==> src/sv/spq_pkg.sv <==
`timescale 1ns / 1ps
// ----------------------------------------------------------------------------
// spq_pkg: shared types for the sorted priority queue
// word formats, command and status codes, cell and scan control
// ----------------------------------------------------------------------------
package spq_pkg;

  localparam int DepthDefault    = 16;
  localparam int PrioBitsDefault = 16;

  typedef enum logic [2:0] {
    CMD_INSERT = 3'd0,
    CMD_REMOVE = 3'd1,
    CMD_READ   = 3'd2,
    CMD_INCR   = 3'd3,
    CMD_DECR   = 3'd4,
    CMD_QUERY  = 3'd5
  } cmd_e;

  typedef enum logic [1:0] {
    ST_OK    = 2'd0,
    ST_EMPTY = 2'd1,
    ST_RANGE = 2'd2,
    ST_FULL  = 2'd3
  } status_e;

  typedef enum logic [2:0] {
    OP_HOLD,
    OP_INSERT,
    OP_REMOVE,
    OP_INCR,
    OP_DECR,
    OP_ROTATE
  } cell_op_e;

  typedef enum logic [1:0] {
    S_IDLE,
    S_SCAN,
    S_FINISH
  } fsm_e;

  typedef struct packed {
    logic [2:0]         command;
    logic signed [31:0] item_value;
    logic signed [15:0] item_priority;
    logic [4:0]         position;
  } in_word_t;

  typedef struct packed {
    logic [1:0]         status;
    logic [4:0]         entry_count;
    logic               queue_nonempty;
    logic signed [15:0] top_priority;
    logic signed [15:0] bottom_priority;
    logic signed [31:0] largest_value;
    logic signed [31:0] read_value;
    logic signed [15:0] read_priority;
  } out_word_t;

  // broadcast to every cell of the row
  typedef struct packed {
    cell_op_e    op;
    logic [4:0]  pos;
    logic [31:0] value;
  } cell_ctrl_t;

  typedef struct packed {
    logic       start;
    logic       step;
    logic       decr;
    logic       read_en;
    logic [4:0] pos;
  } scan_ctrl_t;

endpackage

==> src/sv/sorted_priority_queue.sv <==
`timescale 1ns / 1ps
// ----------------------------------------------------------------------------
// sorted_priority_queue: sorted value/priority queue in a row of cells
// ----------------------------------------------------------------------------
// usage
//   input channel in_valid_i/in_ready_o carries one command word: insert,
//   remove or read at a 1-based position, increment all, decrement all,
//   query. output channel out_valid_o/out_ready_i returns exactly one result
//   word per command with status, count, head/last priority, largest value
//   and read data.
//   the command itself is applied to the whole cell row in the cycle it is
//   accepted; the row then rotates once through all DEPTH cells so a summary
//   unit can look at every entry at the head. the result word is registered
//   after the sweep, and no new command is taken until the block is back
//   in idle with that word handed to the output register.
//   in_ready_o is high only between commands. a finished word sits in the
//   output register; a stalled receiver holds the block in its finish step
//   until the register frees, without losing anything.
//   reset empties the queue (count zero); cell contents are not cleared and
//   are never looked at beyond the count.
// ----------------------------------------------------------------------------
module sorted_priority_queue #(
  parameter int DEPTH         = spq_pkg::DepthDefault,
  parameter int PRIORITY_BITS = spq_pkg::PrioBitsDefault
) (
  input  logic               clk_i,
  input  logic               rst_ni,
  input  logic               in_valid_i,
  output logic               in_ready_o,
  input  spq_pkg::in_word_t  in_word_i,
  output logic               out_valid_o,
  input  logic               out_ready_i,
  output spq_pkg::out_word_t out_word_o
);
  import spq_pkg::*;

  localparam int CntW = $clog2(DEPTH + 1);
  localparam int PosW = (CntW > 5) ? CntW : 5;
  localparam int PW   = PRIORITY_BITS;
  localparam longint PMaxL = (64'sd1 <<< (PW - 1)) - 64'sd1;
  localparam longint PMinL = -(64'sd1 <<< (PW - 1));

  // control
  fsm_e            state_q, state_d;
  logic [CntW-1:0] count_q, count_d;
  logic            out_valid_q, out_valid_d;
  out_word_t       out_word_q, out_word_d;

  // per-command context held through the sweep
  status_e    status_q, status_d;
  logic       read_ok_q, read_ok_d;
  logic       decr_q, decr_d;
  logic [4:0] pos_q, pos_d;

  logic       accept;
  cell_ctrl_t cell_ctrl;
  scan_ctrl_t scan_ctrl;
  cmd_e       cmd;

  logic [PW-1:0]   new_pri;
  longint          pri_wide;
  logic [PosW-1:0] pos_w, cnt_w;
  logic            is_empty, is_full, pos_bad;

  // cell row
  logic [31:0]   cell_value [DEPTH];
  logic [PW-1:0] cell_pri   [DEPTH];
  logic          cell_stay  [DEPTH];

  // sweep results
  logic            scan_last;
  logic [CntW-1:0] scan_count;
  logic [31:0]     scan_max, scan_rd_value;
  logic [PW-1:0]   scan_top, scan_bot, scan_rd_pri;

  assign accept = in_valid_i && in_ready_o;
  assign cmd    = cmd_e'(in_word_i.command);

  // inserted priority saturates to the stored width
  always_comb begin
    pri_wide = longint'(in_word_i.item_priority);
    if (pri_wide > PMaxL) pri_wide = PMaxL;
    if (pri_wide < PMinL) pri_wide = PMinL;
    new_pri = pri_wide[PW-1:0];
  end

  assign pos_w    = PosW'(in_word_i.position);
  assign cnt_w    = PosW'(count_q);
  assign is_empty = (count_q == '0);
  assign is_full  = (count_q == CntW'(DEPTH));
  assign pos_bad  = (pos_w == '0) || (pos_w > cnt_w);

  // command decode and sequencing
  always_comb begin
    state_d         = state_q;
    count_d         = count_q;
    status_d        = status_q;
    read_ok_d       = read_ok_q;
    decr_d          = decr_q;
    pos_d           = pos_q;
    cell_ctrl.op    = OP_HOLD;
    cell_ctrl.pos   = in_word_i.position;
    cell_ctrl.value = in_word_i.item_value;
    scan_ctrl.start = 1'b0;
    scan_ctrl.step  = 1'b0;
    scan_ctrl.decr  = decr_q;
    scan_ctrl.read_en = read_ok_q;
    scan_ctrl.pos   = pos_q;
    in_ready_o      = 1'b0;

    case (state_q)
      S_IDLE: begin
        in_ready_o = 1'b1;
        if (in_valid_i) begin
          status_d  = ST_OK;
          read_ok_d = 1'b0;
          decr_d    = 1'b0;
          pos_d     = in_word_i.position;
          case (cmd)
            CMD_INSERT: begin
              if (is_full) begin
                status_d = ST_FULL;
              end else begin
                cell_ctrl.op = OP_INSERT;
                count_d      = count_q + 1'b1;
              end
            end
            CMD_REMOVE, CMD_READ: begin
              if (is_empty) begin
                status_d = ST_EMPTY;
              end else if (pos_bad) begin
                status_d = ST_RANGE;
              end else if (cmd == CMD_REMOVE) begin
                cell_ctrl.op = OP_REMOVE;
                count_d      = count_q - 1'b1;
              end else begin
                read_ok_d = 1'b1;
              end
            end
            CMD_INCR: begin
              cell_ctrl.op = OP_INCR;
            end
            CMD_DECR: begin
              cell_ctrl.op = OP_DECR;
              decr_d       = 1'b1;
            end
            default: begin
              // query and the unused codes
              if (is_empty) status_d = ST_EMPTY;
            end
          endcase
          scan_ctrl.start = 1'b1;
          state_d         = S_SCAN;
        end
      end
      S_SCAN: begin
        // one full turn of the row brings every cell back to its place
        cell_ctrl.op   = OP_ROTATE;
        scan_ctrl.step = 1'b1;
        if (scan_last) state_d = S_FINISH;
      end
      S_FINISH: begin
        count_d = scan_count;
        if (!out_valid_q || out_ready_i) state_d = S_IDLE;
      end
      default: begin
        state_d = S_IDLE;
      end
    endcase
  end

  // result word
  always_comb begin
    out_word_d                 = out_word_q;
    out_valid_d                = out_valid_q && !out_ready_i;
    if (state_q == S_FINISH && (!out_valid_q || out_ready_i)) begin
      out_valid_d                = 1'b1;
      out_word_d.status          = status_q;
      out_word_d.entry_count     = 5'(scan_count);
      out_word_d.queue_nonempty  = (scan_count != '0);
      out_word_d.top_priority    = '0;
      out_word_d.bottom_priority = '0;
      out_word_d.largest_value   = '0;
      out_word_d.read_value      = '0;
      out_word_d.read_priority   = '0;
      if (scan_count != '0) begin
        out_word_d.top_priority    = 16'(32'(signed'(scan_top)));
        out_word_d.bottom_priority = 16'(32'(signed'(scan_bot)));
        out_word_d.largest_value   = scan_max;
      end
      if (read_ok_q) begin
        out_word_d.read_value    = scan_rd_value;
        out_word_d.read_priority = 16'(32'(signed'(scan_rd_pri)));
      end
    end
  end

  always_ff @(posedge clk_i or negedge rst_ni) begin
    if (!rst_ni) begin
      state_q     <= S_IDLE;
      count_q     <= '0;
      out_valid_q <= 1'b0;
    end else begin
      state_q     <= state_d;
      count_q     <= count_d;
      out_valid_q <= out_valid_d;
    end
  end

  always_ff @(posedge clk_i) begin
    out_word_q <= out_word_d;
    status_q   <= status_d;
    read_ok_q  <= read_ok_d;
    decr_q     <= decr_d;
    pos_q      <= pos_d;
  end

  // the cell row, head at index 0
  for (genvar i = 0; i < DEPTH; i++) begin : g_cell
    localparam int Right = (i + 1) % DEPTH;
    logic          left_stay;
    logic [31:0]   left_value;
    logic [PW-1:0] left_pri;
    logic          occ;

    if (i == 0) begin : g_head
      assign left_stay  = 1'b0;
      assign left_value = '0;
      assign left_pri   = '0;
    end else begin : g_body
      assign left_stay  = cell_stay[i-1];
      assign left_value = cell_value[i-1];
      assign left_pri   = cell_pri[i-1];
    end

    assign occ = (count_q > CntW'(i));

    spq_cell #(
      .DEPTH         (DEPTH),
      .PRIORITY_BITS (PRIORITY_BITS),
      .IDX           (i)
    ) u_cell (
      .clk_i         (clk_i),
      .ctrl_i        (cell_ctrl),
      .new_pri_i     (new_pri),
      .occ_i         (occ),
      .left_stay_i   (left_stay),
      .left_value_i  (left_value),
      .left_pri_i    (left_pri),
      .right_value_i (cell_value[Right]),
      .right_pri_i   (cell_pri[Right]),
      .stay_o        (cell_stay[i]),
      .value_o       (cell_value[i]),
      .pri_o         (cell_pri[i])
    );
  end

  spq_scan #(
    .DEPTH         (DEPTH),
    .PRIORITY_BITS (PRIORITY_BITS)
  ) u_scan (
    .clk_i        (clk_i),
    .rst_ni       (rst_ni),
    .ctrl_i       (scan_ctrl),
    .count_i      (count_d),
    .head_value_i (cell_value[0]),
    .head_pri_i   (cell_pri[0]),
    .last_o       (scan_last),
    .count_o      (scan_count),
    .max_o        (scan_max),
    .top_pri_o    (scan_top),
    .bottom_pri_o (scan_bot),
    .read_value_o (scan_rd_value),
    .read_pri_o   (scan_rd_pri)
  );

  assign out_valid_o = out_valid_q;
  assign out_word_o  = out_word_q;

endmodule

==> src/sv/spq_cell.sv <==
`timescale 1ns / 1ps
// ----------------------------------------------------------------------------
// spq_cell: one entry of the sorted cell row
// holds a value/priority pair and trades it with its neighbors
// ----------------------------------------------------------------------------
module spq_cell #(
  parameter int DEPTH         = 16,
  parameter int PRIORITY_BITS = 16,
  parameter int IDX           = 0
) (
  input  logic                     clk_i,
  input  spq_pkg::cell_ctrl_t      ctrl_i,
  input  logic [PRIORITY_BITS-1:0] new_pri_i,
  input  logic                     occ_i,
  input  logic                     left_stay_i,
  input  logic [31:0]              left_value_i,
  input  logic [PRIORITY_BITS-1:0] left_pri_i,
  input  logic [31:0]              right_value_i,
  input  logic [PRIORITY_BITS-1:0] right_pri_i,
  output logic                     stay_o,
  output logic [31:0]              value_o,
  output logic [PRIORITY_BITS-1:0] pri_o
);
  import spq_pkg::*;

  localparam int CntW = $clog2(DEPTH + 1);
  localparam int PosW = (CntW > 5) ? CntW : 5;
  localparam logic [PosW-1:0] MyPos = PosW'(IDX + 1);
  localparam logic [PRIORITY_BITS-1:0] PMax = {1'b0, {(PRIORITY_BITS-1){1'b1}}};
  localparam logic [PRIORITY_BITS-1:0] PMin = {1'b1, {(PRIORITY_BITS-1){1'b0}}};

  logic [31:0]              value_q, value_d;
  logic [PRIORITY_BITS-1:0] pri_q, pri_d;
  logic                     stay;

  always_comb begin
    // the head keeps its place on a tie, later cells only when strictly higher
    if (IDX == 0) begin
      stay = occ_i && ($signed(pri_q) >= $signed(new_pri_i));
    end else begin
      stay = occ_i && ($signed(pri_q) > $signed(new_pri_i));
    end
  end

  always_comb begin
    value_d = value_q;
    pri_d   = pri_q;
    case (ctrl_i.op)
      OP_HOLD: begin
      end
      OP_INSERT: begin
        if (!stay) begin
          if (IDX == 0 || left_stay_i) begin
            value_d = ctrl_i.value;
            pri_d   = new_pri_i;
          end else begin
            value_d = left_value_i;
            pri_d   = left_pri_i;
          end
        end
      end
      OP_REMOVE: begin
        if (MyPos >= PosW'(ctrl_i.pos)) begin
          value_d = right_value_i;
          pri_d   = right_pri_i;
        end
      end
      OP_INCR: begin
        if (pri_q != PMax) pri_d = pri_q + 1'b1;
      end
      OP_DECR: begin
        if (pri_q != PMin) pri_d = pri_q - 1'b1;
      end
      OP_ROTATE: begin
        value_d = right_value_i;
        pri_d   = right_pri_i;
      end
      default: begin
      end
    endcase
  end

  always_ff @(posedge clk_i) begin
    value_q <= value_d;
    pri_q   <= pri_d;
  end

  assign stay_o  = stay;
  assign value_o = value_q;
  assign pri_o   = pri_q;

endmodule

==> src/sv/spq_scan.sv <==
`timescale 1ns / 1ps
// ----------------------------------------------------------------------------
// spq_scan: summary sweep over the rotating cell row
// watches the head cell each step: count, max, top/bottom priority, read data
// ----------------------------------------------------------------------------
module spq_scan #(
  parameter int DEPTH         = 16,
  parameter int PRIORITY_BITS = 16
) (
  input  logic                               clk_i,
  input  logic                               rst_ni,
  input  spq_pkg::scan_ctrl_t                ctrl_i,
  input  logic [$clog2(DEPTH+1)-1:0]         count_i,
  input  logic [31:0]                        head_value_i,
  input  logic [PRIORITY_BITS-1:0]           head_pri_i,
  output logic                               last_o,
  output logic [$clog2(DEPTH+1)-1:0]         count_o,
  output logic [31:0]                        max_o,
  output logic [PRIORITY_BITS-1:0]           top_pri_o,
  output logic [PRIORITY_BITS-1:0]           bottom_pri_o,
  output logic [31:0]                        read_value_o,
  output logic [PRIORITY_BITS-1:0]           read_pri_o
);
  import spq_pkg::*;

  localparam int IdxW = $clog2(DEPTH);
  localparam int CntW = $clog2(DEPTH + 1);
  localparam int PosW = (CntW > 5) ? CntW : 5;

  logic [IdxW-1:0]          k_q, k_d;
  logic [CntW-1:0]          cnt_q, cnt_d;
  logic [31:0]              max_q, max_d;
  logic [PRIORITY_BITS-1:0] top_q, top_d, bot_q, bot_d;
  logic [31:0]              rd_val_q, rd_val_d;
  logic [PRIORITY_BITS-1:0] rd_pri_q, rd_pri_d;
  logic                     in_range;

  assign in_range = CntW'(k_q) < cnt_q;

  always_comb begin
    k_d      = k_q;
    cnt_d    = cnt_q;
    max_d    = max_q;
    top_d    = top_q;
    bot_d    = bot_q;
    rd_val_d = rd_val_q;
    rd_pri_d = rd_pri_q;
    if (ctrl_i.start) begin
      k_d   = '0;
      cnt_d = count_i;
    end else if (ctrl_i.step) begin
      k_d = k_q + 1'b1;
      if (in_range) begin
        if (ctrl_i.decr && head_pri_i == '0) begin
          // entry hit zero: it and everything behind it drop out
          cnt_d = CntW'(k_q);
        end else begin
          if (k_q == '0) begin
            max_d = head_value_i;
            top_d = head_pri_i;
          end else if ($signed(head_value_i) > $signed(max_q)) begin
            max_d = head_value_i;
          end
          bot_d = head_pri_i;
          if (ctrl_i.read_en && PosW'(ctrl_i.pos) == PosW'(k_q) + 1'b1) begin
            rd_val_d = head_value_i;
            rd_pri_d = head_pri_i;
          end
        end
      end
    end
  end

  always_ff @(posedge clk_i or negedge rst_ni) begin
    if (!rst_ni) begin
      k_q   <= '0;
      cnt_q <= '0;
    end else begin
      k_q   <= k_d;
      cnt_q <= cnt_d;
    end
  end

  always_ff @(posedge clk_i) begin
    max_q    <= max_d;
    top_q    <= top_d;
    bot_q    <= bot_d;
    rd_val_q <= rd_val_d;
    rd_pri_q <= rd_pri_d;
  end

  assign last_o       = ctrl_i.step && (k_q == IdxW'(DEPTH - 1));
  assign count_o      = cnt_q;
  assign max_o        = max_q;
  assign top_pri_o    = top_q;
  assign bottom_pri_o = bot_q;
  assign read_value_o = rd_val_q;
  assign read_pri_o   = rd_pri_q;

endmodule
==> config.mk <==
export PLATFORM = sky130hd
export DESIGN_NAME = sorted_priority_queue
export DESIGN_NICKNAME = d
export VERILOG_FILES = /design/src/sv/spq_pkg.sv /design/src/sv/sorted_priority_queue.sv /design/src/sv/spq_cell.sv /design/src/sv/spq_scan.sv
export SDC_FILE = /design/constraint.sdc
export NUM_CORES = 2
export LEC_CHECK = 0
export BUFFER_PORTS_ARGS = -buffer_cell sky130_fd_sc_hd__buf_2
export CAP_MARGIN = 10
export CORE_MARGIN = 1
export CORE_UTILIZATION = 35
export DETAILED_ROUTE_END_ITERATION = 8
export PLACE_DENSITY_LB_ADDON = 0.1
export SYNTH_ARGS = -nofsm -noshare
export SYNTH_HDL_FRONTEND = slang
export SYNTH_HIERARCHICAL = 1
export SYNTH_SLANG_ARGS = --single-unit
==> constraint.sdc <==
create_clock -name clk_i -period 12.8 [get_ports clk_i]
set_clock_uncertainty 0.1 [all_clocks]
set_input_delay 2.56 -clock clk_i [delete_from_list [all_inputs] [get_ports clk_i]]
set_output_delay 2.56 -clock clk_i [all_outputs]
set_load 0.02 [all_outputs]
==> results.toml <==
[route]
vias = 60300
wirelength_mm = 277
route.detailed.drc = 0
detail_route.wl_per_cell_um = 27.2
dr.pass1.iters = 6
viasPerCell = 5.91
drtAntennaViolNets = 0
drtIter0Drc = 5933

[finish]
layout-drive-gt1-share_pct = 9.89
nets = 7976
seqCellArea_mm2 = 0.0307
nFillCells = 20200
fin_cells = 10200
syn_to_final_growth_pct = 11.9
multiInputGateArea_mm2 = 0.0394

[clock_tree]
cts_hold_buf = 0
cts_tree = "done"
root_buffer = "clkbuf_16"
postCtsSetupBuffers = 0
numClockSinks = 1026
cts_buffer_depth = 3
clk_pin_slew_ns = 0.06
ctsResizeCount = 0
cts_buffers = 131
htreeDepth = 4
clock_latency_ns = 0.81

[worst_hold_path]
hold-path-cell-count = 0
hp-class = "flop to flop"
hold-path-endpoint = "out_word_o[118]"
min_from = "status_q[0]"

[placement]
io_buffers = 181
pre_cts_ws_ns = 4.68
dp_cells = 9928
gp_congestion = 0.888
hpwl_mm = 185

[yosys]
synth_area_mm2 = 0.0727
ys_warn_count = 6
syn-num-nets = 7860
netlist_instances = 7257
syn_avg_cell_area_um2 = 10.0

[timing]
fin_tns_setup_ns = 0
setup_ws_ns = 5.35
tightest_slew_ns = 1.19
period_needed_ns = 7.45
slew_viol_final = 0
rsz0062_at_grt = "false"
max_freq_ghz = 0.134
slew_headroom_pct = 20.3
hold_violations = 0
finalCritPeriodShare_pct = 58.2
setup_viol = 0

[worst_setup_path]
cp.arrival_ns = 8.00
slowest_delay_ns = 0.55
worst_path_max_delay_cell = "buf_2"
critPathMostFrequentCell = "a21oi_1"
worstRegToRegCells = 18
crit_path_end_kind = "flop"
cp_max_fo = 95
worstReg2RegStart = "cnt_w[2]"
rrSetupSlack_ns = 6.83
worstPathRequired_ns = 13.35
timing.rr.end = "g_cell[6].u_cell/pri_o[12]"
path_class = "input port to flop"
cp-start-kind = "input port"
path_cells = "buf_2 > ha_1 > nand4_1 > o221ai_1 > a21oi_1 > a21oi_1 > nor4_2 > buf_12 > nor2b_1 > nand2b_1 > inv_1 > fa_1 > a21o_1 > a21o_4 > a2111oi_4 > o21ai_2 > or4b_1 > nand3_1"

[floorplan]
die_h_um = 458
placementRows = 166
ios = 182
die-area_mm2 = 0.209
dieWidth_um = 458
coreArea_mm2 = 0.205
initial_utilization_pct = 35.4

[global_route]
grt_pass1_vias = 58100
overflow = 0
track_usage_pct = 25.6
antenna_found_initial = 27
grt_pass1_wl_mm = 402
grt_max_degree = 96

[job]
maxCapViolations = 0

[run_status]
status = "finished, final reports clean"
[cell type report]
class / instances / share of cell area [%]
Multi-Input combinational cell: 5468 / 48.4
Sequential cell: 1026 / 37.8
Clock buffer: 174 / 4.29
Tap cell: 2688 / 4.14
Timing Repair Buffer: 319 / 2.43
Inverter: 427 / 1.97
Clock inverter: 68 / 0.895
Antenna cell: 19 / 0.0585
[worst max-delay path by stage]
stage / from / slack (ns) / to
after floorplan: in_word_i[4] / 1.27 / g_cell[5].u_cell/pri_o[15]
after global placement: in_word_i[3] / 4.77 / g_cell[6].u_cell/pri_o[12]
after detailed placement: in_word_i[3] / 4.68 / g_cell[6].u_cell/pri_o[12]
after CTS: in_word_i[3] / 5.51 / g_cell[6].u_cell/pri_o[12]
after global routing: in_word_i[3] / 4.97 / g_cell[6].u_cell/pri_o[15]
final: in_word_i[3] / 5.35 / g_cell[6].u_cell/pri_o[12]
[layout by cell type, fill, tap and decap left out, types with 26 or more instances in the layout]
cell type  count
nor2b_1      129
buf_4        135
nand2b_1      67
o21ai_0      588
nand4_1      138
and2_1        52
o21ai_1       75
nor3_1        87
a211oi_1      64
nand2_1      852
o221ai_1     165
o31ai_1       34
edfxtp_1    1009
a21oi_1      407
o21bai_1      42
a31oi_1       34
mux2i_1      721
clkbuf_16    132
nor4_1        71
nand3_1       94
inv_1        415
buf_2        181
clkbuf_1      39
o22ai_1       62
o211ai_1      38
xnor2_1       90
or3_1         26
o21a_1        48
a21o_1       107
mux2_2        48
xor2_1        81
nor2_1       319
ha_1         527
[sequential cells by signal, indices dropped and copies added, names as in the netlist]
| register | flops |
|---|---|
| state_q | 2 |
| u_scan/bottom_pri_o | 16 |
| g_cell.u_cell/pri_o | 256 |
| u_scan/max_o | 32 |
| u_scan/top_pri_o | 16 |
| g_cell.u_cell/value_o | 512 |
| u_scan/read_value_o | 32 |
| decr_q | 1 |
| status_q | 2 |
| read_ok_q | 1 |
| u_scan/count_o | 5 |
| pos_q | 5 |
| u_scan/read_pri_o | 16 |
| out_word_o | 120 |
| out_valid_o | 1 |
| u_scan/k_q | 4 |
| cnt_w | 5 |
[stage by stage]
step	hold slack [ns]	util [%]	instance area (µm²)
final	0.331	39.6	81300
after global routing	0.348	39.6	81300
after CTS	0.330	39.6	81300
after detailed placement	0.319	37.5	77100
after global placement	0.305	37.5	77100
after floorplan	0.300	-	72700
[per-layer routing]
metal  wire length (µm)  GRT usage, %
met1             130000          37.2
met4               8310          8.13
met5                 60             0
met3              19700          4.33
met2             119000          38.5
[worst max-delay path: cells and delay by family]
kind	cells	cell delay, ns
compound gates	7	1.76
simple gates	6	1.30
fa+ha+maj	2	0.91
buf+inv	3	1.26
Power is left out: the tool's default activity adds up to more than one toggle a clock period on the data nets, which glitch-free logic cannot reach.
